==> config.mk <==
export PLATFORM = sky130hd
export DESIGN_NAME = ppp_div_cell
export DESIGN_NICKNAME = d
export VERILOG_FILES = /design/src/rtl/core/assert_macros.svh /design/src/rtl/core/ppp_pkg.sv /design/src/rtl/core/ppp_div_cell.sv
export SDC_FILE = /design/constraint.sdc
export NUM_CORES = 1
export LEC_CHECK = 0
export BUFFER_PORTS_ARGS = -buffer_cell sky130_fd_sc_hd__buf_2
export CAP_MARGIN = 30
export CORE_AREA = 5 5 301 303
export CTS_CLUSTER_SIZE = 30
export DETAILED_ROUTE_END_ITERATION = 10
export DIE_AREA = 0 0 306 308
export GPL_TIMING_DRIVEN = 1
export PLACE_DENSITY = 0.43
export SKIP_CTS_REPAIR_TIMING = 1
export SYNTH_ARGS = -nofsm -noshare
export SYNTH_HDL_FRONTEND = slang
export SYNTH_SLANG_ARGS = --single-unit
==> constraint.sdc <==
create_clock -name clk -period 3.7 [get_ports clk]
set_input_delay 0.74 -clock clk [delete_from_list [all_inputs] [get_ports clk]]
set_output_delay 0.74 -clock clk [all_outputs]
set_load 0.01 [all_outputs]
==> src/rtl/core/assert_macros.svh <==
// ----------------------------------------------------------------------------
// assert_macros
// Assertion helpers shared by the RTL.
// ----------------------------------------------------------------------------
`ifndef ASSERT_MACROS_SVH
`define ASSERT_MACROS_SVH

// a implies c in the same cycle
`define ASSERT_IMPL(lbl, clk, rst, a, c) \
  lbl: assert property (@(posedge clk) disable iff (rst) (a) |-> (c)) \
    else $error("implication check failed");

// a implies c after the delay given by n
`define ASSERT_DELAY(lbl, clk, rst, a, n, c) \
  lbl: assert property (@(posedge clk) disable iff (rst) (a) |-> ##(n) (c)) \
    else $error("delayed check failed");

`endif

==> src/rtl/core/ppp_pkg.sv <==
// ----------------------------------------------------------------------------
// ppp_pkg
// Types and constants of the pinhole point projection unit.
// ----------------------------------------------------------------------------
package ppp_pkg;

  localparam int NumRegs     = 8;
  localparam int IdxW        = 3;
  localparam int CfgW        = 64;
  localparam int DivBits     = 48;
  localparam int FrontStages = 5;
  localparam int BackStages  = 2;
  localparam int Latency     = FrontStages + DivBits + BackStages;

  localparam logic signed [23:0] PixMax = 24'sh7FFFFF;
  localparam logic signed [23:0] PixMin = -24'sh800000;

  typedef enum logic [IdxW-1:0] {
    RegRot0      = 3'd0,
    RegRot1      = 3'd1,
    RegRot2      = 3'd2,
    RegTrans     = 3'd3,
    RegFocal     = 3'd4,
    RegPrincipal = 3'd5,
    RegDepthMode = 3'd6,
    RegViewport  = 3'd7
  } reg_idx_t;

  typedef struct packed {
    logic signed [19:0] point_x;
    logic signed [19:0] point_y;
    logic signed [19:0] point_z;
  } point_t;

  typedef struct packed {
    logic signed [23:0] pixel_x;
    logic signed [23:0] pixel_y;
    logic signed [19:0] depth;
    logic               visible;
    logic               divide_fault;
  } result_t;

  typedef struct packed {
    logic [2:0][2:0][15:0] rot;    // [axis][world component]
    logic [2:0][19:0]      trans;
    logic [23:0]           fx;
    logic [23:0]           fy;
    logic [23:0]           cx;
    logic [23:0]           cy;
    logic [19:0]           znear;
    logic [19:0]           zfar;
    logic                  persp;
    logic                  fwd;
    logic [15:0]           left;
    logic [15:0]           top;
    logic [15:0]           vw;
    logic [15:0]           vh;
  } cfg_t;

  // carried untouched through the divider chain
  typedef struct packed {
    logic signed [25:0] mz;
    logic               persp;
    logic               fault;
    logic               neg_x;
    logic               neg_y;
    logic               nonneg_x;
    logic               nonneg_y;
    logic signed [40:0] orth_x;
    logic signed [40:0] orth_y;
  } side_t;

  typedef struct packed {
    logic        valid;
    logic [47:0] nx;
    logic [47:0] ny;
    logic [25:0] rx;
    logic [25:0] ry;
    logic [47:0] qx;
    logic [47:0] qy;
    logic [25:0] dv;
    side_t       side;
  } div_t;

endpackage

==> src/rtl/core/ppp_div_cell.sv <==
// ----------------------------------------------------------------------------
// ppp_div_cell
// One restoring-division cell: retires one quotient bit of both lanes.
// ----------------------------------------------------------------------------
module ppp_div_cell (
  input  logic          clk,
  input  logic          rst,
  input  ppp_pkg::div_t din,
  output ppp_pkg::div_t dout
);

  logic [26:0] tx, ty, sx, sy;
  logic        bx, by;

  always_comb begin
    tx = {din.rx, din.nx[47]};
    ty = {din.ry, din.ny[47]};
    sx = tx - {1'b0, din.dv};
    sy = ty - {1'b0, din.dv};
    bx = tx >= {1'b0, din.dv};
    by = ty >= {1'b0, din.dv};
  end

  always_ff @(posedge clk) begin
    if (rst) begin
      dout.valid <= 1'b0;
    end else begin
      dout.valid <= din.valid;
    end
    dout.nx   <= {din.nx[46:0], 1'b0};
    dout.ny   <= {din.ny[46:0], 1'b0};
    dout.rx   <= bx ? sx[25:0] : tx[25:0];
    dout.ry   <= by ? sy[25:0] : ty[25:0];
    dout.qx   <= {din.qx[46:0], bx};
    dout.qy   <= {din.qy[46:0], by};
    dout.dv   <= din.dv;
    dout.side <= din.side;
  end

endmodule

==> flow_metrics.tcl <==
set metrics [dict create \
    route.final.wire_length_mm 76.1 \
    area.growth.synth_to_final_pct 63.3 \
    regMostFlops "dout" \
    final_min_period_over_clock_period_pct 77.4 \
    path_max_fanout 21 \
    maxCapViolCount 0 \
    setup_tns_final_ps 0 \
    dpl-instance-area_um2 16400 \
    floorplan.rows 109 \
    final_cell_mix "767 x buf_2, 383 x dfxtp_1, 67 x a21oi_1, 61 x nand2_1, 52 x ha_1" \
    worst-setup-path-type "input pin to register" \
    h-tree-depth 2 \
    seq_cells_post_synth 383 \
    avgRoutedWirePerCell_um 25.9 \
    drt_iter0_drc 481 \
    via_count_of_the_first_global_routing_pass 10100 \
    grt_overflow 0 \
    synth_top_flop_cell "dfxtp_1" \
    syn-cell-area_um2 11100 \
    gr-usage-all-layers_pct 15.2 \
    post_synth_num_cell_types 61 \
    buffer_ports.inserted 767 \
    yosys_warnings 0 \
    die-height_um 308 \
    fraction_of_registers_with_async_set_or_reset_after_synthesis_pct 0 \
    multi_input_comb_area_um2 3130 \
    dp_cells 2832 \
    reg_top3 "dout (383)" \
    proportion_of_layout_cells_with_a_drive_suffix_above_1_pct 50.3 \
    start_util_pct 12.7 \
    final_cells 2941 \
    setup_repair_after_global_routing_missed_its_margin "false" \
    tightestPinTransition_ps 665 \
    via_count 10200 \
    max_ffs_per_register 383 \
    tritoncts.num_buffers 49 \
    grt_pass1_wl_mm 95.5 \
    timing_hold_violations_final 0 \
    fp.coreArea_um2 87700 \
    place_hpwl_mm 66.5 \
    min_period_ps 2860 \
    vdd_ir_drop_max_v 0.000400 \
    syn_area_per_cell_um2 12.2 \
    kind_of_capture_point_of_the_worst_setup_path "register" \
    status "complete, no violations" \
    antenna_violations_before_repair 90 \
    post-route-cell-area_um2 18100 \
    final_max_slew_violation_count 0 \
    fmax_mhz 349 \
    worst_hold_slack_ps 210 \
    number_of_iterations_in_the_first_detailed_routing_pass 6 \
    timing.critical_path.from_type "input pin" \
    worst-endpoint-required_ps 4220 \
    hold_end "dout[301]" \
    cts_tree "done" \
    grt_start_max_net_pins 27 \
    seq_area_frac_synth_pct 69.1 \
    power_density_nw_per_um2 610 \
    io_pins 772 \
    fillCellCount 9761 \
    power_leakage_uw 0.00869 \
    synth_enable_flop_cells 0 \
    hold_class "input pin to register" \
    cts.sinks 383 \
    final_antenna_net_count 0 \
    cts.clk_slew.worst_paths_ps 70 \
    gpl_wtd_cong 0.852 \
    detail_route.vias_per_cell 3.46 \
    final-seq-area_um2 7670 \
    setup_viol 0 \
    synth_largest_area_cell "dfxtp_1" \
    synth_top_area_share_pct 69.1 \
    clockRootBuffer "clkbuf_16" \
    design.die.area_um2 94200 \
    timing.critical_path.arrival_ps 3380 \
    hp-start "din[300]" \
    post_synth_inst_count 910 \
    layout_commonest_cell "buf_2" \
    min_path_cells 1 \
    drt_drc_violations_left 0 \
    fin_util_pct 20.7 \
    synthTopCellsByArea "dfxtp_1 69%, ha_1 5.9%, a21oi_1 3.0%, nand2_1 2.1%, o21ai_0 1.8%" \
    die_w_um 306 \
    cts_buffer_depth 3 \
    nets 2159 \
    slew_headroom_pct 55.4 \
]
cell usage after synthesis, types with 15 or more instances:
library cell / count
a21oi_1: 67
a21o_1: 17
ha_1: 52
dfxtp_1: 383
clkbuf_1: 15
xnor2_1: 22
nand3_1: 16
nor2_1: 41
o21ai_0: 41
nand2_1: 61
inv_1: 36
xor2_1: 22
cell families (layout without fill, tap and decap cells):
logic type	Yosys count	in the layout	share of synthesized area, %
and+or+nand+nor	160	160	6.61
muxes	7	7	0.710
other	1	23	0.0338
adders and majority gates	54	54	6.22
buffers and inverters	68	912	2.73
AOI/OAI and AO/OA	192	192	11.0
DFF	383	383	69.1
xor gates and xnor gates	45	45	3.62
metal layers:
metal  global-route usage, %  wire (µm)
met4                    6.21       3550
met5                    1.42        373
met2                    24.1      34000
met3                    11.6      12600
met1                    15.0      25600
report_power, final:
group | internal, µW | total, µW | switching, µW
Clock | 2920 | 4960 | 2040
Combinational | 638 | 1590 | 947
Sequential | 4440 | 4520 | 80.7
layout make-up:
class                      count  area share [%]
tap                         1165            8.04
antenna                       21           0.290
clock inverter                26            1.70
multi-input combinational    460            17.3
clock buffer                  62            7.37
inverter                      36           0.745
timing repair buffer         788            22.3
sequential                   383            42.3
worst max-delay path by stage:
stage                        start        end  slack (ps)  depth (start not counted)
after floorplan           din[115]  dout[263]         770                         10
after global placement    din[115]  dout[263]         220                         11
after detailed placement  din[115]  dout[263]         170                         11
after CTS                 din[115]  dout[263]         860                         11
after global routing      din[115]  dout[263]         640                         11
final                     din[115]  dout[263]         840                         11
stage by stage:
step                      total power (µW)  setup slack [ps]
after floorplan                       5300               769
after global placement                6250               220
after detailed placement              6240               173
after CTS                            11300               858
after global routing                 11600               639
final                                11100               836
worst max-delay path, cell delays in order:
cell and delay (ps):
buf_2 110, inv_1 190, ha_1 280, nor2b_1 160, o31a_1 260, o21a_1 280, a21o_1 220, o31ai_1 380
o21a_1 230, buf_12 170, mux2_2 330
Note: power is estimated with default switching activity, not from simulation.
