**src/rtl/core/assert_macros.svh**
```systemverilog
// ----------------------------------------------------------------------------
// assert_macros
// Assertion helpers shared by the RTL.
// ----------------------------------------------------------------------------
`ifndef ASSERT_MACROS_SVH
`define ASSERT_MACROS_SVH

// a implies c in the same cycle
`define ASSERT_IMPL(lbl, clk, rst, a, c) \
  lbl: assert property (@(posedge clk) disable iff (rst) (a) |-> (c)) \
    else $error("implication check failed");

// a implies c after the delay given by n
`define ASSERT_DELAY(lbl, clk, rst, a, n, c) \
  lbl: assert property (@(posedge clk) disable iff (rst) (a) |-> ##(n) (c)) \
    else $error("delayed check failed");

`endif

```
**src/rtl/core/ppp_pkg.sv**
```systemverilog
// ----------------------------------------------------------------------------
// ppp_pkg
// Types and constants of the pinhole point projection unit.
// ----------------------------------------------------------------------------
package ppp_pkg;

  localparam int NumRegs     = 8;
  localparam int IdxW        = 3;
  localparam int CfgW        = 64;
  localparam int DivBits     = 48;
  localparam int FrontStages = 5;
  localparam int BackStages  = 2;
  localparam int Latency     = FrontStages + DivBits + BackStages;

  localparam logic signed [23:0] PixMax = 24'sh7FFFFF;
  localparam logic signed [23:0] PixMin = -24'sh800000;

  typedef enum logic [IdxW-1:0] {
    RegRot0      = 3'd0,
    RegRot1      = 3'd1,
    RegRot2      = 3'd2,
    RegTrans     = 3'd3,
    RegFocal     = 3'd4,
    RegPrincipal = 3'd5,
    RegDepthMode = 3'd6,
    RegViewport  = 3'd7
  } reg_idx_t;

  typedef struct packed {
    logic signed [19:0] point_x;
    logic signed [19:0] point_y;
    logic signed [19:0] point_z;
  } point_t;

  typedef struct packed {
    logic signed [23:0] pixel_x;
    logic signed [23:0] pixel_y;
    logic signed [19:0] depth;
    logic               visible;
    logic               divide_fault;
  } result_t;

  typedef struct packed {
    logic [2:0][2:0][15:0] rot;    // [axis][world component]
    logic [2:0][19:0]      trans;
    logic [23:0]           fx;
    logic [23:0]           fy;
    logic [23:0]           cx;
    logic [23:0]           cy;
    logic [19:0]           znear;
    logic [19:0]           zfar;
    logic                  persp;
    logic                  fwd;
    logic [15:0]           left;
    logic [15:0]           top;
    logic [15:0]           vw;
    logic [15:0]           vh;
  } cfg_t;

  // carried untouched through the divider chain
  typedef struct packed {
    logic signed [25:0] mz;
    logic               persp;
    logic               fault;
    logic               neg_x;
    logic               neg_y;
    logic               nonneg_x;
    logic               nonneg_y;
    logic signed [40:0] orth_x;
    logic signed [40:0] orth_y;
  } side_t;

  typedef struct packed {
    logic        valid;
    logic [47:0] nx;
    logic [47:0] ny;
    logic [25:0] rx;
    logic [25:0] ry;
    logic [47:0] qx;
    logic [47:0] qy;
    logic [25:0] dv;
    side_t       side;
  } div_t;

endpackage

```
**src/rtl/core/ppp_cfg_regs.sv**
```systemverilog
// ----------------------------------------------------------------------------
// ppp_cfg_regs
// Configuration register file with decoded field view.
// ----------------------------------------------------------------------------
module ppp_cfg_regs (
  input  logic                         clk,
  input  logic                         rst,
  input  logic                         wr,
  input  logic [ppp_pkg::IdxW-1:0]     idx,
  input  logic [ppp_pkg::CfgW-1:0]     data,
  output ppp_pkg::cfg_t                cfg
);

  logic [47:0] rot0, rot1, rot2, focal, principal;
  logic [59:0] trans;
  logic [41:0] depth_mode;
  logic [63:0] viewport;

  always_ff @(posedge clk) begin
    if (rst) begin
      rot0       <= 48'd16384;
      rot1       <= 48'd1073741824;
      rot2       <= 48'd70368744177664;
      trans      <= 60'd0;
      focal      <= 48'd1374389616640;
      principal  <= 48'd1030792232960;
      depth_mode <= 42'd1367947083802;
      viewport   <= 64'd135110737600184320;
    end else if (wr) begin
      case (ppp_pkg::reg_idx_t'(idx))
        ppp_pkg::RegRot0:      rot0       <= data[47:0];
        ppp_pkg::RegRot1:      rot1       <= data[47:0];
        ppp_pkg::RegRot2:      rot2       <= data[47:0];
        ppp_pkg::RegTrans:     trans      <= data[59:0];
        ppp_pkg::RegFocal:     focal      <= data[47:0];
        ppp_pkg::RegPrincipal: principal  <= data[47:0];
        ppp_pkg::RegDepthMode: depth_mode <= data[41:0];
        ppp_pkg::RegViewport:  viewport   <= data;
        default: ;
      endcase
    end
  end

  always_comb begin
    cfg.rot[0] = rot0;
    cfg.rot[1] = rot1;
    cfg.rot[2] = rot2;
    cfg.trans  = trans;
    cfg.fx     = focal[23:0];
    cfg.fy     = focal[47:24];
    cfg.cx     = principal[23:0];
    cfg.cy     = principal[47:24];
    cfg.znear  = depth_mode[19:0];
    cfg.zfar   = depth_mode[39:20];
    cfg.persp  = depth_mode[40];
    cfg.fwd    = depth_mode[41];
    cfg.left   = viewport[15:0];
    cfg.top    = viewport[31:16];
    cfg.vw     = viewport[47:32];
    cfg.vh     = viewport[63:48];
  end

endmodule

```
**config.mk**
```make
export PLATFORM = sky130hd
export DESIGN_NAME = ppp_cfg_regs
export DESIGN_NICKNAME = d
export VERILOG_FILES = /design/src/rtl/core/assert_macros.svh /design/src/rtl/core/ppp_pkg.sv /design/src/rtl/core/ppp_cfg_regs.sv
export SDC_FILE = /design/constraint.sdc
export NUM_CORES = 1
export LEC_CHECK = 0
export ABC_AREA = 1
export BUFFER_PORTS_ARGS = -buffer_cell sky130_fd_sc_hd__clkbuf_2
export CAP_MARGIN = 20
export CORE_AREA = 5 5 180 182
export DETAILED_ROUTE_END_ITERATION = 8
export DIE_AREA = 0 0 185 187
export GPL_TIMING_DRIVEN = 1
export PLACE_DENSITY_LB_ADDON = 0.15
export SYNTH_ARGS = -nofsm -noshare
export SYNTH_HDL_FRONTEND = slang
export SYNTH_SLANG_ARGS = --single-unit
export TNS_END_PERCENT = 50
```
**constraint.sdc**
```tcl
create_clock -name clk -period 1.8 [get_ports clk]
set_input_delay 0.09 -clock clk [delete_from_list [all_inputs] [get_ports clk]]
set_output_delay 0.09 -clock clk [all_outputs]
set_load 0.01 [all_outputs]
```
==> impl_metrics.tcl <==
set metrics [dict create \
    grt_pass1_wl_mm 85.4 \
    track_usage_pct 30.4 \
    cts-resized-gates 0 \
    startpoint_type "register" \
    gp_congestion 0.855 \
    syn-num-nets 2327 \
    drv_cap 0 \
    met2_usage_pct 50.0 \
    gr-usage-met1_pct 38.3 \
    final_nets 2765 \
    clock_skew_ps 0 \
    post-route-min-period_ps 1180 \
    slowest_stage "dfxtp_1" \
    crit_family "flip-flops" \
    yosysTopAreaCell "dfxtp_1" \
    crit_buf_inv 1 \
    rsz0062_at_grt "false" \
    detailed_place.area_mm2 0.0184 \
    vias_per_cell 5.22 \
    status "finished clean" \
    powerDensity_mw_per_mm2 1010 \
    drtIter0Drc 1353 \
    io_pins 476 \
    drt_pass1_iterations 5 \
    cts_tree "yes" \
    rows 64 \
    maxSlewViolCount 0 \
    drive_above_1_share_pct 21.9 \
    syn_area_per_cell_um2 6.93 \
    crit_type "reg -> out" \
    finalSetupViolations 0 \
    yosysSeqAreaShare_pct 52.0 \
    power_w 0.0204 \
    clock_latency_ps 520 \
    postCtsHoldBufs 36 \
    drcViolationCount 0 \
    yosysUniqueCellTypes 12 \
    crit_path_max_fanout 2 \
    fmax_mhz 844 \
    totalWireLength_mm 55.2 \
    grt_pass1_vias 15228 \
    max_slew.worst_pin.slew_ps 540 \
    crit_chain "clkbuf_2" \
    grtUsageMet3_pct 6.61 \
    grt_busiest_layer "met2" \
    clockBufferDepth 3 \
    overflow 0 \
    maxSlewHeadroom_pct 64.0 \
    ys_seq_elements 406 \
    vias 16289 \
    cp-end-kind "primary output" \
    post-route-cell-area_mm2 0.0202 \
    cts_num_sinks 406 \
    die_height_um 187 \
    netlist_top_cells_area "dfxtp_1 (52%), nor2_1 (18%), nand2_1 (12%), nand3_1 (11%), buf_2 (2.5%)" \
    hpwl_mm 36.6 \
    cts_root_buf "clkbuf_16" \
    grt_max_degree 114 \
    whs_ps 17.6 \
    ant_nets 0 \
    critPathRequiredTime_ps 1710 \
    cts_setup_buffers 0 \
    initial_core_util_pct 51.4 \
    fin_crit_sh_pct 65.8 \
    area_delta_synth_final_pct 29.1 \
    antenna_found_initial 2 \
    die_w_um 185 \
    die-area_mm2 0.0346 \
    ff2ff_path_depth 2 \
    synthCells 2257 \
    fin_setup_tns_ps 0 \
    syn-cell-area_mm2 0.0156 \
    synth_warnings 0 \
    path_clk_slew_ps 60 \
    p_leak_nw 9.75 \
    max_stage_delay_ps 410 \
    peakVddDrop_v 0.000727 \
    cp_data_arrival_time_ps 1090 \
    port-buffer-count 475 \
    cp.depth 1 \
    wl_per_cell_um 17.7 \
    hold_path_class "in -> reg" \
    synth_top_area_share_pct 52.0 \
    hold-path-cell-count 5 \
    core_mm2 0.0304 \
    numCtsBuffers 43 \
    htreeDepth 2 \
    hold_viol 0 \
]
-- state kept, by name (all words and copies together) (netlist names) --
signal,flops
depth_mode,42
rot0,48
principal,48
viewport,64
focal,48
rot2,48
rot1,48
trans,60
-- placed cells by master (no fill, tap or decap), types with 2 or more instances in the layout --
master         Yosys  final
clkbuf_1          64     13
buf_4              7     23
buf_12             0     19
nand2_1          505    505
dlygate4sd3_1      0     36
inv_1             67     66
nor2_1           763    754
inv_2              4      4
clkbuf_2           0    475
dfxtp_1          406    406
diode_2            0      2
bufinv_16          0      2
clkinv_2           0      2
nor2_4             0     12
nand3_1          348    348
clkbuf_16          0     45
clkbuf_8           0     11
-- final timing paths --
| path | endpoint | slack, ps | startpoint |
|---|---|---|---|
| worst max-delay path | cfg[90] | 620 | depth_mode[4]$_SDFFE_PP1P_ |
| worst min-delay path | viewport[47]$_SDFFE_PP0P_ | 20 | data[47] |
| worst max register to register | rot2[11]$_SDFFE_PP0P_ | 1160 | rot2[11]$_SDFFE_PP0P_ |
| worst min register to register | depth_mode[40]$_SDFFE_PP1P_ | 460 | depth_mode[40]$_SDFFE_PP1P_ |
-- power by group --
group / internal (W) / leakage, nW / total, W / switching (W)
combinational: 0.000748 / 5.77 / 0.00217 / 0.00142
sequential: 0.00931 / 3.30 / 0.00951 / 0.000204
clock: 0.00529 / 0.685 / 0.00875 / 0.00346
total: 0.0153 / 9.75 / 0.0204 / 0.00508
-- cell usage after synthesis --
master,instances
buf_1,11
buf_2,78
buf_4,7
clkbuf_1,64
clkinv_1,1
dfxtp_1,406
inv_1,67
inv_2,4
nand2_1,505
nand3_1,348
nor2_1,763
nor2_2,3
-- kinds of logic (layout without fill, tap and decap cells) --
group,after synthesis,in the layout,synth area share [%]
buf+inv,232,698,6.36
flops,406,406,52.0
other cells,0,2,0
simple gates,1619,1619,41.7
-- final cells by class --
cell class / instances / area [µm²]
antenna: 2 / 5.00
clock buffer: 69 / 1330
clock inverter: 4 / 70.1
fill: 2691 / 10200
inverter: 72 / 280
multi-input combinational: 1619 / 6600
sequential: 406 / 8130
tap: 396 / 495
timing repair buffer: 553 / 3290
-- tightest hold or removal path, stage by stage --
cell      delay (ps)
clkbuf_2          90
inv_1            120
nand2_1          100
nand2_1           40
nor2_1            70
-- metrics by stage --
step	utilization, %	std cells	setup WS, ps
4_1_cts	66.4	3119	597
3_3_place_gp	60.6	3010	461
2_1_floorplan	-	2257	813
5_1_grt	66.4	3121	579
6_report	66.4	3121	616
3_5_place_dp	60.6	3010	390
-- per-layer routing --
metal  vias to the layer above  wire length [µm]
li1                       7838                 -
met1                      7452             21100
met2                       852             25900
met3                       147              5570
met4                         0              2630
met5                         -                 0
No activity file was read; power rests on OpenSTA's default activity.
