$ cat src/rtl/core/assert_macros.svh
// ----------------------------------------------------------------------------
// assert_macros
// Assertion helpers shared by the RTL.
// ----------------------------------------------------------------------------
`ifndef ASSERT_MACROS_SVH
`define ASSERT_MACROS_SVH

// a implies c in the same cycle
`define ASSERT_IMPL(lbl, clk, rst, a, c) \
  lbl: assert property (@(posedge clk) disable iff (rst) (a) |-> (c)) \
    else $error("implication check failed");

// a implies c after the delay given by n
`define ASSERT_DELAY(lbl, clk, rst, a, n, c) \
  lbl: assert property (@(posedge clk) disable iff (rst) (a) |-> ##(n) (c)) \
    else $error("delayed check failed");

`endif

$ cat src/rtl/core/ppp_pkg.sv
// ----------------------------------------------------------------------------
// ppp_pkg
// Types and constants of the pinhole point projection unit.
// ----------------------------------------------------------------------------
package ppp_pkg;

  localparam int NumRegs     = 8;
  localparam int IdxW        = 3;
  localparam int CfgW        = 64;
  localparam int DivBits     = 48;
  localparam int FrontStages = 5;
  localparam int BackStages  = 2;
  localparam int Latency     = FrontStages + DivBits + BackStages;

  localparam logic signed [23:0] PixMax = 24'sh7FFFFF;
  localparam logic signed [23:0] PixMin = -24'sh800000;

  typedef enum logic [IdxW-1:0] {
    RegRot0      = 3'd0,
    RegRot1      = 3'd1,
    RegRot2      = 3'd2,
    RegTrans     = 3'd3,
    RegFocal     = 3'd4,
    RegPrincipal = 3'd5,
    RegDepthMode = 3'd6,
    RegViewport  = 3'd7
  } reg_idx_t;

  typedef struct packed {
    logic signed [19:0] point_x;
    logic signed [19:0] point_y;
    logic signed [19:0] point_z;
  } point_t;

  typedef struct packed {
    logic signed [23:0] pixel_x;
    logic signed [23:0] pixel_y;
    logic signed [19:0] depth;
    logic               visible;
    logic               divide_fault;
  } result_t;

  typedef struct packed {
    logic [2:0][2:0][15:0] rot;    // [axis][world component]
    logic [2:0][19:0]      trans;
    logic [23:0]           fx;
    logic [23:0]           fy;
    logic [23:0]           cx;
    logic [23:0]           cy;
    logic [19:0]           znear;
    logic [19:0]           zfar;
    logic                  persp;
    logic                  fwd;
    logic [15:0]           left;
    logic [15:0]           top;
    logic [15:0]           vw;
    logic [15:0]           vh;
  } cfg_t;

  // carried untouched through the divider chain
  typedef struct packed {
    logic signed [25:0] mz;
    logic               persp;
    logic               fault;
    logic               neg_x;
    logic               neg_y;
    logic               nonneg_x;
    logic               nonneg_y;
    logic signed [40:0] orth_x;
    logic signed [40:0] orth_y;
  } side_t;

  typedef struct packed {
    logic        valid;
    logic [47:0] nx;
    logic [47:0] ny;
    logic [25:0] rx;
    logic [25:0] ry;
    logic [47:0] qx;
    logic [47:0] qy;
    logic [25:0] dv;
    side_t       side;
  } div_t;

endpackage

$ cat src/rtl/core/ppp_back.sv
// ----------------------------------------------------------------------------
// ppp_back
// Sign fixup, principal point, view test and output saturation.
// ----------------------------------------------------------------------------
module ppp_back (
  input  logic             clk,
  input  logic             rst,
  input  ppp_pkg::div_t    din,
  input  ppp_pkg::cfg_t    cfg,
  output logic             done,
  output ppp_pkg::result_t result
);

  logic               v1;
  logic signed [49:0] px, py;
  logic signed [25:0] mz1;
  logic               fault1, nnx1, nny1;

  logic signed [49:0] qx, qy;
  logic signed [41:0] ix, iy;
  logic signed [49:0] pxr, pyr;
  logic signed [41:0] lo_x, hi_x, lo_y, hi_y;
  logic               vis;
  logic signed [23:0] satx, saty;
  logic signed [19:0] dep;

  always_comb begin
    qx = din.side.neg_x ? -$signed({2'b00, din.qx}) : $signed({2'b00, din.qx});
    qy = din.side.neg_y ? -$signed({2'b00, din.qy}) : $signed({2'b00, din.qy});

    // truncate toward zero
    pxr = px[49] ? px + 50'sd255 : px;
    pyr = py[49] ? py + 50'sd255 : py;
    ix  = pxr[49:8];
    iy  = pyr[49:8];
    lo_x = $signed({26'd0, cfg.left});
    hi_x = $signed(42'({1'b0, cfg.left} + {1'b0, cfg.vw}));
    lo_y = $signed({26'd0, cfg.top});
    hi_y = $signed(42'({1'b0, cfg.top} + {1'b0, cfg.vh}));
    vis = !fault1 && (ix >= lo_x) && (ix <= hi_x) && (iy >= lo_y) && (iy <= hi_y)
          && (mz1 >= 26'($signed(cfg.znear))) && (mz1 <= 26'($signed(cfg.zfar)));

    if (fault1) begin
      satx = nnx1 ? ppp_pkg::PixMax : ppp_pkg::PixMin;
      saty = nny1 ? ppp_pkg::PixMax : ppp_pkg::PixMin;
    end else begin
      satx = (px > 50'(ppp_pkg::PixMax)) ? ppp_pkg::PixMax :
             (px < 50'(ppp_pkg::PixMin)) ? ppp_pkg::PixMin : px[23:0];
      saty = (py > 50'(ppp_pkg::PixMax)) ? ppp_pkg::PixMax :
             (py < 50'(ppp_pkg::PixMin)) ? ppp_pkg::PixMin : py[23:0];
    end
    if (fault1) begin
      dep = '0;
    end else if (mz1 > 26'sd524287) begin
      dep = 20'sd524287;
    end else if (mz1 < -26'sd524288) begin
      dep = -20'sd524288;
    end else begin
      dep = mz1[19:0];
    end
  end

  always_ff @(posedge clk) begin
    if (rst) begin
      v1   <= 1'b0;
      done <= 1'b0;
    end else begin
      v1   <= din.valid;
      done <= v1;
    end
    if (din.side.persp) begin
      px <= qx + $signed({26'd0, cfg.cx});
      py <= qy + $signed({26'd0, cfg.cy});
    end else begin
      px <= 50'(din.side.orth_x) + $signed({26'd0, cfg.cx});
      py <= 50'(din.side.orth_y) + $signed({26'd0, cfg.cy});
    end
    mz1    <= din.side.mz;
    fault1 <= din.side.fault;
    nnx1   <= din.side.nonneg_x;
    nny1   <= din.side.nonneg_y;

    result.pixel_x      <= satx;
    result.pixel_y      <= saty;
    result.depth        <= dep;
    result.visible      <= vis;
    result.divide_fault <= fault1;
  end

endmodule

$ cat config.mk
export PLATFORM = sky130hd
export DESIGN_NAME = ppp_back
export DESIGN_NICKNAME = d
export VERILOG_FILES = /design/src/rtl/core/assert_macros.svh /design/src/rtl/core/ppp_pkg.sv /design/src/rtl/core/ppp_back.sv
export SDC_FILE = /design/constraint.sdc
export NUM_CORES = 1
export LEC_CHECK = 0
export ABC_AREA = 1
export BUFFER_PORTS_ARGS = -buffer_cell sky130_fd_sc_hd__buf_2
export CORE_AREA = 8 8 333 335
export DETAILED_ROUTE_END_ITERATION = 10
export DIE_AREA = 0 0 341 343
export PLACE_DENSITY_LB_ADDON = 0.3
export SYNTH_ARGS = -nofsm -noshare
export SYNTH_HDL_FRONTEND = slang
export SYNTH_SLANG_ARGS = --single-unit
$ cat constraint.sdc
create_clock -name clk -period 11.4 [get_ports clk]
set_clock_uncertainty 0.2 [all_clocks]
set_input_delay 1.14 -clock clk [delete_from_list [all_inputs] [get_ports clk]]
set_output_delay 1.14 -clock clk [all_outputs]
set_load 0.01 [all_outputs]
==> flow_metrics.tcl, run 1 <==
set metrics [dict create \
    cp_top_family "buffers and inverters" \
    fmax_mhz 191 \
    io_buffers 435 \
    grt_pass1_wl_mm 166 \
    multi_input_area_um2 17800 \
    ys_ff_latch 201 \
    layout.nets 5592 \
    peakVddDrop_mv 0.101 \
    die-area_um2 117000 \
    startpoint_type "input pin" \
    finalHoldViolCount 0 \
    crit_path_start "din[84]" \
    worst-endpoint-arrival_ns 5.49 \
    endpoint_kind "register" \
    setup_tns_ns 0 \
    die_x_um 341 \
    clkTransAtPathRegs_ns 0.06 \
    std_cell_rows 120 \
    drive_above_1_share 0.133 \
    dr.first_iter.drc_count 2110 \
    ys_seq_area_frac 0.167 \
    timing.slew.headroom 0.208 \
    firstDrtPassIters 5 \
    ant_nets 0 \
    post-route-drc-count 0 \
    yosysTopAreaCellShare 0.174 \
    area_growth_pct 19.8 \
    synth_cell_type_count 61 \
    cp_num_cells 17 \
    cts_made_buffers 28 \
    syn_nets 5174 \
    critical_path_class "input pin to register" \
    worstMarginPinSlew_ns 1.18 \
    min_period_ns 5.22 \
    outcome "completed" \
    ff2ff_setup_slack_ns 7.11 \
    slowest_delay_ns 0.79 \
    cts_setup_buffers 0 \
    synth_edf_count 0 \
    regToRegEndpoint "result[1]" \
    grt_overflow 0 \
    p_total_mw 3.13 \
    synth_most_common_cell "nand2_1" \
    rsz0062_at_grt "no" \
    yosysWarnings 0 \
    grt.total_usage 0.184 \
    setup_viol 0 \
    synthCells 4131 \
    p_leak_nw 14.4 \
    worstPathRequired_ns 11.67 \
    clk_latency_ns 0.59 \
    gp_congestion 0.956 \
    hold_buffers 0 \
    p_per_area_nw_per_um2 108 \
    start_util 0.228 \
    syn_avg_cell_area_um2 5.83 \
    cap_violations 0 \
    ys.flop_type "dfxtp_1" \
    setup.worst_path.end "py[40]" \
    cts-resized-gates 0 \
    crit_slowest_cell "clkinv_1" \
    die_y_um 343 \
    cts_tree "built" \
    root_buffer "clkbuf_16" \
    clk_path_buf_depth 3 \
    viasPerCell 4.69 \
    yosys.area.top_type "nand2_1" \
    ios 864 \
    syn-cell-area_um2 24100 \
    path_buf_inv 5 \
    hold_path.class "register to register" \
    worstPathCellList "buf_2, clkinv_1, nor2_1, xor2_1, ha_1, a21oi_1, nand2_1, a21oi_1, inv_1, a21oi_1, inv_1, nand3_2, inv_1, nand2_1, o21ai_1, nand3_1, nand2_1" \
    routed_wl_mm 113 \
    h-tree-depth 1 \
    n_fill_cell 12100 \
    grt_pass1_vias 26400 \
    wire_per_inst_um 19.0 \
    synth-async-reset-ratio 0 \
    dpl.hpwl_mm 99.1 \
    vias 28000 \
    grt_max_degree 59 \
    synth_common_cells "nand2_1 (1,119), nor2_1 (564), inv_1 (539)" \
    report.final.slew_viol_count 0 \
    regArea_um2 4020 \
    coreArea_um2 106000 \
    post-route-period-util 0.458 \
    timing.rr.start "py[2]" \
    cp_max_fo 52 \
    antenna_found_initial 25 \
    ys_top_cells_by_area "nand2_1 (17%), dfxtp_1 (17%), ha_1 (13%), nor2_1 (8.8%), inv_1 (8.4%)" \
    cts.sinks 201 \
    r2r_cells 17 \
]
[power by group]
group | switching, mW | leakage (nW) | internal (mW)
logic | 0.867 | 12.2 | 0.437
registers | 0.105 | 1.69 | 0.788
clock network | 0.380 | 0.463 | 0.554
total | 1.35 | 14.4 | 1.78
[routing by layer]
| layer | up-vias | part of all wire | track usage |
|---|---|---|---|
| met5 | - | 0.00076 | 0 |
| met4 | 16 | 0.032 | 0.0544 |
| met3 | 133 | 0.071 | 0.0336 |
| met2 | 871 | 0.42 | 0.283 |
| met1 | 12600 | 0.48 | 0.259 |
| li1 | 14400 | - | - |
[how the worst min path moves through the flow]
stage | end | slack, ns | from | depth (start not counted)
floorplan | done | 0.19 | v1 | 2
global placement | done | 0.19 | v1 | 2
detailed placement | done | 0.20 | v1 | 2
CTS | done | 0.21 | v1 | 2
global route | done | 0.23 | v1 | 2
finish | done | 0.20 | v1 | 2
[layout make-up]
cell class | count | area share
Tap cell | 1403 | 0.0608
Sequential cell | 201 | 0.139
Clock inverter | 17 | 0.00758
Multi-Input combinational cell | 3314 | 0.615
Clock buffer | 33 | 0.0256
Antenna cell | 7 | 0.000607
Inverter | 560 | 0.0728
Timing Repair Buffer | 444 | 0.0778
[flip-flops by register name, summed over array words and instances (netlist names)]
register / count
py: 50
mz1: 26
result: 70
fault1: 1
nnx1: 1
px: 50
nny1: 1
done: 1
v1: 1
[metrics by stage]
step | setup slack [ns] | util | hold WS (ns) | cell area [um2] | instances
after detailed placement | 5.71 | 0.264 | 0.198 | 27900 | 5922
after global placement | 5.67 | 0.264 | 0.194 | 27900 | 5922
final | 6.18 | 0.273 | 0.205 | 28900 | 5979
after global routing | 5.83 | 0.273 | 0.225 | 28900 | 5972
after CTS | 6.32 | 0.273 | 0.205 | 28900 | 5972
after floorplan | 6.92 | - | 0.188 | 24100 | 4131
[cell families after synthesis]
kind of cell | Yosys count | share of synthesized area
mux | 4 | 0.00176
compound gates | 680 | 0.153
flops | 201 | 0.167
fa+ha+maj | 250 | 0.132
simple gates | 2232 | 0.395
buf+inv | 616 | 0.0965
xor+xnor | 148 | 0.0544
[placed cells by master, fill, tap and decap left out, drive strengths merged, types with 3 or more instances in the layout]
cell type,n
nand2,1140
nor2,607
inv,554
buf,444
o21ai,293
a21oi,265
nand3,258
ha,244
dfxtp,201
xor2,118
nand4,91
nor3,59
clkbuf,33
xnor2,30
a31oi,30
nor4,23
nand3b,22
clkinv,16
o21bai,15
o211ai,15
or2,15
o21a,14
a21o,13
a21boi,10
o31ai,8
diode,7
and2,7
o22ai,6
fa,6
bufinv,4
nor3b,3
and3,3
o2111ai,3
clkinvlp,3
[tightest hold or removal path: cells and delay by family, from the launching register on]
kind                   cells  cell delay, ns
buffers and inverters      1            0.04
and+or+nand+nor            1            0.03
DFF                        1            0.30
Power figures use the tool's default switching activity.
==> run 2, diff against run 1 <==
- ABC_AREA: 1 -> 0
- CORE_AREA: 8 8 333 335 -> 8 8 332 334
- DIE_AREA: 0 0 341 343 -> 0 0 340 342
- clock period: 11.4 -> 4.4 ns (I/O delays scaled with it)
==> flow_metrics.tcl, run 2 <==
set metrics [dict create \
    cts_made_buffers 29 \
    area_growth_pct 36.2 \
    dr.first_iter.drc_count 1259 \
    p_per_area_nw_per_um2 294 \
    routed_wl_mm 98.4 \
    fmax_mhz 231 \
    holdWs_ns 0.0494 \
    crit_slowest_cell "or4_4" \
    hold_path_depth 3 \
    die_x_um 340 \
    setup_viol 0 \
    syn_nets 3678 \
    syn_avg_cell_area_um2 7.76 \
    p_leak_nw 12.5 \
    firstDrtPassIters 5 \
    post-route-period-util 0.985 \
    yosys.area.top_type "dfxtp_1" \
    ff2ff_setup_slack_ns 0.30 \
    finalHoldViolCount 0 \
    hp-start "din[76]" \
    startpoint_type "input pin" \
    cts_tree "built" \
    regToRegEndpoint "result[1]" \
    crit_path_frequent_cell "a21o_1" \
    wire_per_inst_um 20.6 \
    worstPathRequired_ns 4.66 \
    rsz0062_at_grt "yes" \
    largest-register "result" \
    cts.sinks 201 \
    std_cell_rows 119 \
    synth_edf_count 0 \
    cap_violations 0 \
    peakVddDrop_mv 0.290 \
    start_util 0.195 \
    hold_path.class "input pin to register" \
    cp_top_family "simple AND/OR/NAND/NOR gates" \
    path_buf_inv 2 \
    synth_most_common_cell "ha_1" \
    largest_reg_flops 70 \
    synthCells 2635 \
    io_buffers 435 \
    clk_latency_ns 0.61 \
    ios 864 \
    root_buffer "clkbuf_16" \
    setup_tns_ns 0 \
    grt_pass1_vias 21900 \
    syn-cell-area_um2 20400 \
    worstPathCellList "buf_2, or4_4, or3_4, or4_4, or3_4, o31ai_4, xnor2_1, ha_1, a21o_1, a21o_1, a21o_1, a211oi_4, a21oi_4, buf_4, and4_1, a211o_1" \
    ys.flop_type "dfxtp_1" \
    min_to "px[35]" \
    die-area_um2 116000 \
    design_area_um2 27800 \
    cp_max_fo 7 \
    min_period_ns 4.33 \
    die_y_um 342 \
    place_ws_ns -0.577 \
    clk_path_buf_depth 3 \
    ys_seq_area_frac 0.197 \
    place_area_um2 26100 \
    n_fill_cell 11500 \
    worst-endpoint-arrival_ns 4.59 \
    drive_above_1_share 0.243 \
    post-route-drc-count 0 \
    synth-async-reset-ratio 0 \
    final_common_cell "buf_2" \
    ys_top_cells_by_area "dfxtp_1 (20%), ha_1 (15%), xnor2_1 (7.8%), xor2_1 (5.2%), a21oi_1 (4.9%)" \
    endpoint_kind "register" \
    h-tree-depth 1 \
    clkTransAtPathRegs_ns 0.06 \
    viasPerCell 4.64 \
    final_cell_mix "buf_2 (434), buf_4 (257), ha_1 (244), nand2_1 (230), dfxtp_1 (201)" \
    grt.total_usage 0.160 \
    synth_common_cells "ha_1 (244), nand2_1 (230), a21oi_1 (202)" \
    ys_ff_latch 201 \
    layout.nets 4389 \
    timing.slew.headroom 0.134 \
    grt_pass1_wl_mm 143 \
    synth_cell_type_count 89 \
    top_regs "result (70), px (50), py (50)" \
    slowest_delay_ns 0.55 \
    yosysTopAreaCellShare 0.197 \
    timing.rr.start "py[3]" \
    outcome "completed" \
    gp_congestion 0.896 \
    critical_path_class "input pin to register" \
    report.final.slew_viol_count 0 \
    fin_ws_ns 0.0656 \
    yosysWarnings 0 \
    coreArea_um2 105000 \
    grt_overflow 0 \
    antenna_found_initial 39 \
    vias 22100 \
    dpl.hpwl_mm 85.4 \
    ant_nets 0 \
    worstMarginPinSlew_ns 1.29 \
    r2r_cells 18 \
    grt_max_degree 59 \
]
run 2: cell count changes after synthesis, moves of 124 or more:
cell     delta
o21ai_0   -124
nand3_1   -158
xnor2_1   +152
nor2_1    -385
nand2_1   -889
inv_1     -395
run 2: layer usage:
| metal | track usage | up-vias | wire [um] | part of all wire |
|---|---|---|---|---|
| li1 | - | 11100 | - | - |
| met1 | 0.215 | 10200 | 45400 | 0.46 |
| met2 | 0.255 | 629 | 43000 | 0.44 |
| met3 | 0.0296 | 135 | 5780 | 0.059 |
| met4 | 0.0594 | 14 | 4160 | 0.042 |
| met5 | 0 | - | 82 | 0.00083 |
run 2: layout make-up:
class	count	area, um2	share of cell area
well taps	1391	1740	0.0625
flip-flops and latches	201	4020	0.145
multi-input cells	2214	15800	0.566
clock buffers	34	785	0.0282
repair buffers	755	4750	0.171
inverters	145	544	0.0195
diodes	13	32.5	0.00117
clock inverters	19	198	0.00710
run 2: kinds of logic after synthesis:
kind of cell	after synthesis	synth area share
multiplexers	35	0.0174
AND/OR/NAND/NOR	923	0.234
AO/OA/AOI/OAI	701	0.223
flip-flops	201	0.197
adder cells (fa/ha/maj)	250	0.155
buffers and inverters	220	0.0410
XOR/XNOR	305	0.132
run 2: worst register-to-register path: cells and delay by family (launching register included):
family	cells	cell delay (ns)
AO/OA/AOI/OAI	7	1.22
XOR/XNOR	1	0.15
adder cells (fa/ha/maj)	1	0.29
buffers and inverters	2	0.34
flip-flops	1	0.32
AND/OR/NAND/NOR	7	1.53
run 2: repair_timing:
action,4_1_cts,5_1_grt
gates resized for setup,0,20
hold buffers,63,0
endpoints found under the hold margin,58,0
buffers inserted,0,1
setup endpoints to repair,0,19
run 2: worst max-delay path by stage:
stage,from,end,slack [ns],depth (start not counted)
floorplan,din[192],px[41],-0.41,17
global placement,din[192],px[42],-0.56,17
detailed placement,din[192],px[47],-0.58,16
CTS,din[192],px[47],0.04,16
global route,din[192],px[47],-0.03,16
finish,din[192],px[47],0.07,16
run 2: metrics by stage:
stage                     power (mW)  std cells  utilization
after floorplan                 4.25       2635            -
after global placement          5.69       4642        0.249
after detailed placement        5.69       4642        0.249
after CTS                       8.30       4758        0.265
after global routing            8.77       4762        0.266
final                           8.19       4772        0.266
run 2: report_power, final:
part / internal [mW] / switching, mW
Combinational: 1.54 / 1.89
Sequential: 2.06 / 0.247
Clock: 1.45 / 1.01
==> run 3, diff against run 2 <==
- HOLD_SLACK_MARGIN: not set -> 0.12
- PLACE_DENSITY_LB_ADDON: 0.3 -> not set
==> flow_metrics.tcl, run 3 (same netlist as run 2, synthesis figures left out) <==
set metrics [dict create \
    outcome "completed" \
    p_per_area_nw_per_um2 288 \
    fmax_mhz 232 \
    grt.total_usage 0.160 \
    stdcell_count 4828 \
    die_y_um 342 \
    place_ws_ns -0.575 \
    crit_slowest_cell "dlygate4sd3_1" \
    critical_path_class "input pin to register" \
    gp_congestion 0.912 \
    fin_ws_ns 0.0865 \
    crit_path_start "cfg[106]" \
    coreArea_um2 105000 \
    crit_path_frequent_cell "dlygate4sd3_1" \
    worstPathCellList "buf_2, ha_1, inv_1, fa_1, nor2b_1, o21ai_0, a21o_1, a31oi_2, a211o_1, a2111oi_2, o41ai_1, buf_4, nand4_1, xor2_1, dlygate4sd3_1, mux2i_1, dlygate4sd3_1" \
    clk_latency_ns 0.60 \
    p_int_mw 4.98 \
    hold_path.class "input pin to register" \
    slowest_delay_ns 0.56 \
    sw_frac_of_total 0.389 \
    multi_input_area_um2 15800 \
    cts_tree "built" \
    min_period_ns 4.31 \
    root_buffer "clkbuf_16" \
    p_total_mw 8.15 \
    firstDrtPassIters 5 \
    cts_made_buffers 28 \
    largest_reg_flops 70 \
    h-tree-depth 1 \
    worstMarginPinSlew_ns 1.25 \
    peakVddDrop_mv 0.312 \
    ios 864 \
    io_buffers 435 \
    r2r_cells 17 \
    cap_violations 0 \
    pwr-share-comb 0.428 \
    design_area_um2 28300 \
    final_cell_mix "buf_2 (434), buf_4 (278), ha_1 (244), nand2_1 (230), dfxtp_1 (201)" \
    start_util 0.195 \
    clkTransAtPathRegs_ns 0.06 \
    gr-usage-met3 0.0398 \
    antenna_found_initial 56 \
    grt_overflow 0 \
    pwr-share-seq 0.282 \
    post-route-drc-count 0 \
    cp_top_family "buffers and inverters" \
    path_buf_inv 5 \
    clk_path_buf_depth 3 \
    post-route-period-util 0.980 \
    routed_wl_mm 98.3 \
    regToRegEndpoint "result[1]" \
    die_x_um 340 \
    layout.nets 4435 \
    report.final.slew_viol_count 0 \
    viasPerCell 4.66 \
    cp_max_fo 9 \
    grt_pass1_vias 22200 \
    setup_tns_ns 0 \
    grt_use_met1 0.211 \
    wire_per_inst_um 20.4 \
    endpoint_kind "register" \
    die-area_um2 116000 \
    startpoint_type "input pin" \
    worst-endpoint-arrival_ns 4.65 \
    regArea_um2 4020 \
    p_switching_mw 3.17 \
    p_leak_nw 12.7 \
    finalHoldViolCount 0 \
    grtUsageMet2 0.263 \
    ant_nets 0 \
    top_regs "result (70), px (50), py (50)" \
    n_fill_cell 11400 \
    pwr-share-clk 0.291 \
    timing.rr.start "py[10]" \
    place_area_um2 26200 \
    vias 22500 \
    ff2ff_setup_slack_ns 0.36 \
    grt_pass1_wl_mm 142 \
    cts.sinks 201 \
    drive_above_1_share 0.249 \
    final_common_cell "buf_2" \
    timing.slew.headroom 0.165 \
    dr.first_iter.drc_count 1438 \
    setup.worst_path.end "py[40]" \
    cp_num_cells 17 \
    worstPathRequired_ns 4.74 \
    std_cell_rows 119 \
    dp_cells 4660 \
    largest-register "result" \
    area_growth_pct 38.6 \
    setup_viol 0 \
    dpl.hpwl_mm 85.2 \
    top_usage_layer "met2" \
    grt_max_degree 60 \
]
## run 3: changes by cell type in the layout (fill, tap and decap cells not counted), moves of 3 or more
cell / delta
buf_4: +21
clkinv_2: -7
o41ai_1: -3
inv_8: +3
o41ai_2: +3
diode_2: +10
dlygate4sd3_1: +25
## run 3: power groups by stage
stage	Clock, mW	Sequential (mW)	Combinational, mW
2_1_floorplan	0	2.27	1.98
3_3_place_gp	0	2.33	3.32
3_5_place_dp	0	2.33	3.36
4_1_cts	2.45	2.30	3.47
5_1_grt	2.51	2.33	3.86
6_report	2.37	2.30	3.48
## run 3: layer usage
layer / up-vias / wire (um)
met3: 106 / 7890
li1: 11200 / -
met4: 22 / 2030
met2: 643 / 44000
met1: 10500 / 44200
met5: - / 128
## run 3: worst register-to-register path: cells and delay by family (launching register included)
kind | cells | cell delay, ns
flops | 1 | 0.40
fa+ha+maj | 1 | 0.30
buf+inv | 2 | 0.31
simple gates | 7 | 1.41
compound gates | 6 | 1.01
xor+xnor | 1 | 0.28
## run 3: stage by stage
stage	util	hold slack [ns]
2_1_floorplan	-	0.129
3_3_place_gp	0.251	0.225
3_5_place_dp	0.251	0.234
4_1_cts	0.268	0.122
5_1_grt	0.270	0.169
6_report	0.271	0.165
## run 3: what timing repair did
item	4_1_cts	5_1_grt
endpoints found under the setup margin	0	26
hold endpoints to repair	77	0
buffers inserted	0	5
hold buffers	88	0
resized for setup	0	32
## run 3: layout make-up
type,count,share of cell area
Multi-Input combinational cell,2214,0.559
Timing Repair Buffer,802,0.182
Sequential cell,201,0.142
Tap cell,1391,0.0614
Clock buffer,33,0.0272
Inverter,145,0.0192
Clock inverter,19,0.00689
Antenna cell,23,0.00203
## run 3: worst min path at each step
stage / start / endpoint / slack, ns / cells past startpoint
after detailed placement: nny1 / result[45] / 0.23 / 1
after CTS: cfg[131] / px[1] / 0.12 / 4
after global placement: v1 / done / 0.22 / 1
final: cfg[131] / px[1] / 0.16 / 4
after floorplan: fault1 / result[0] / 0.13 / 0
after global routing: cfg[131] / px[1] / 0.17 / 4
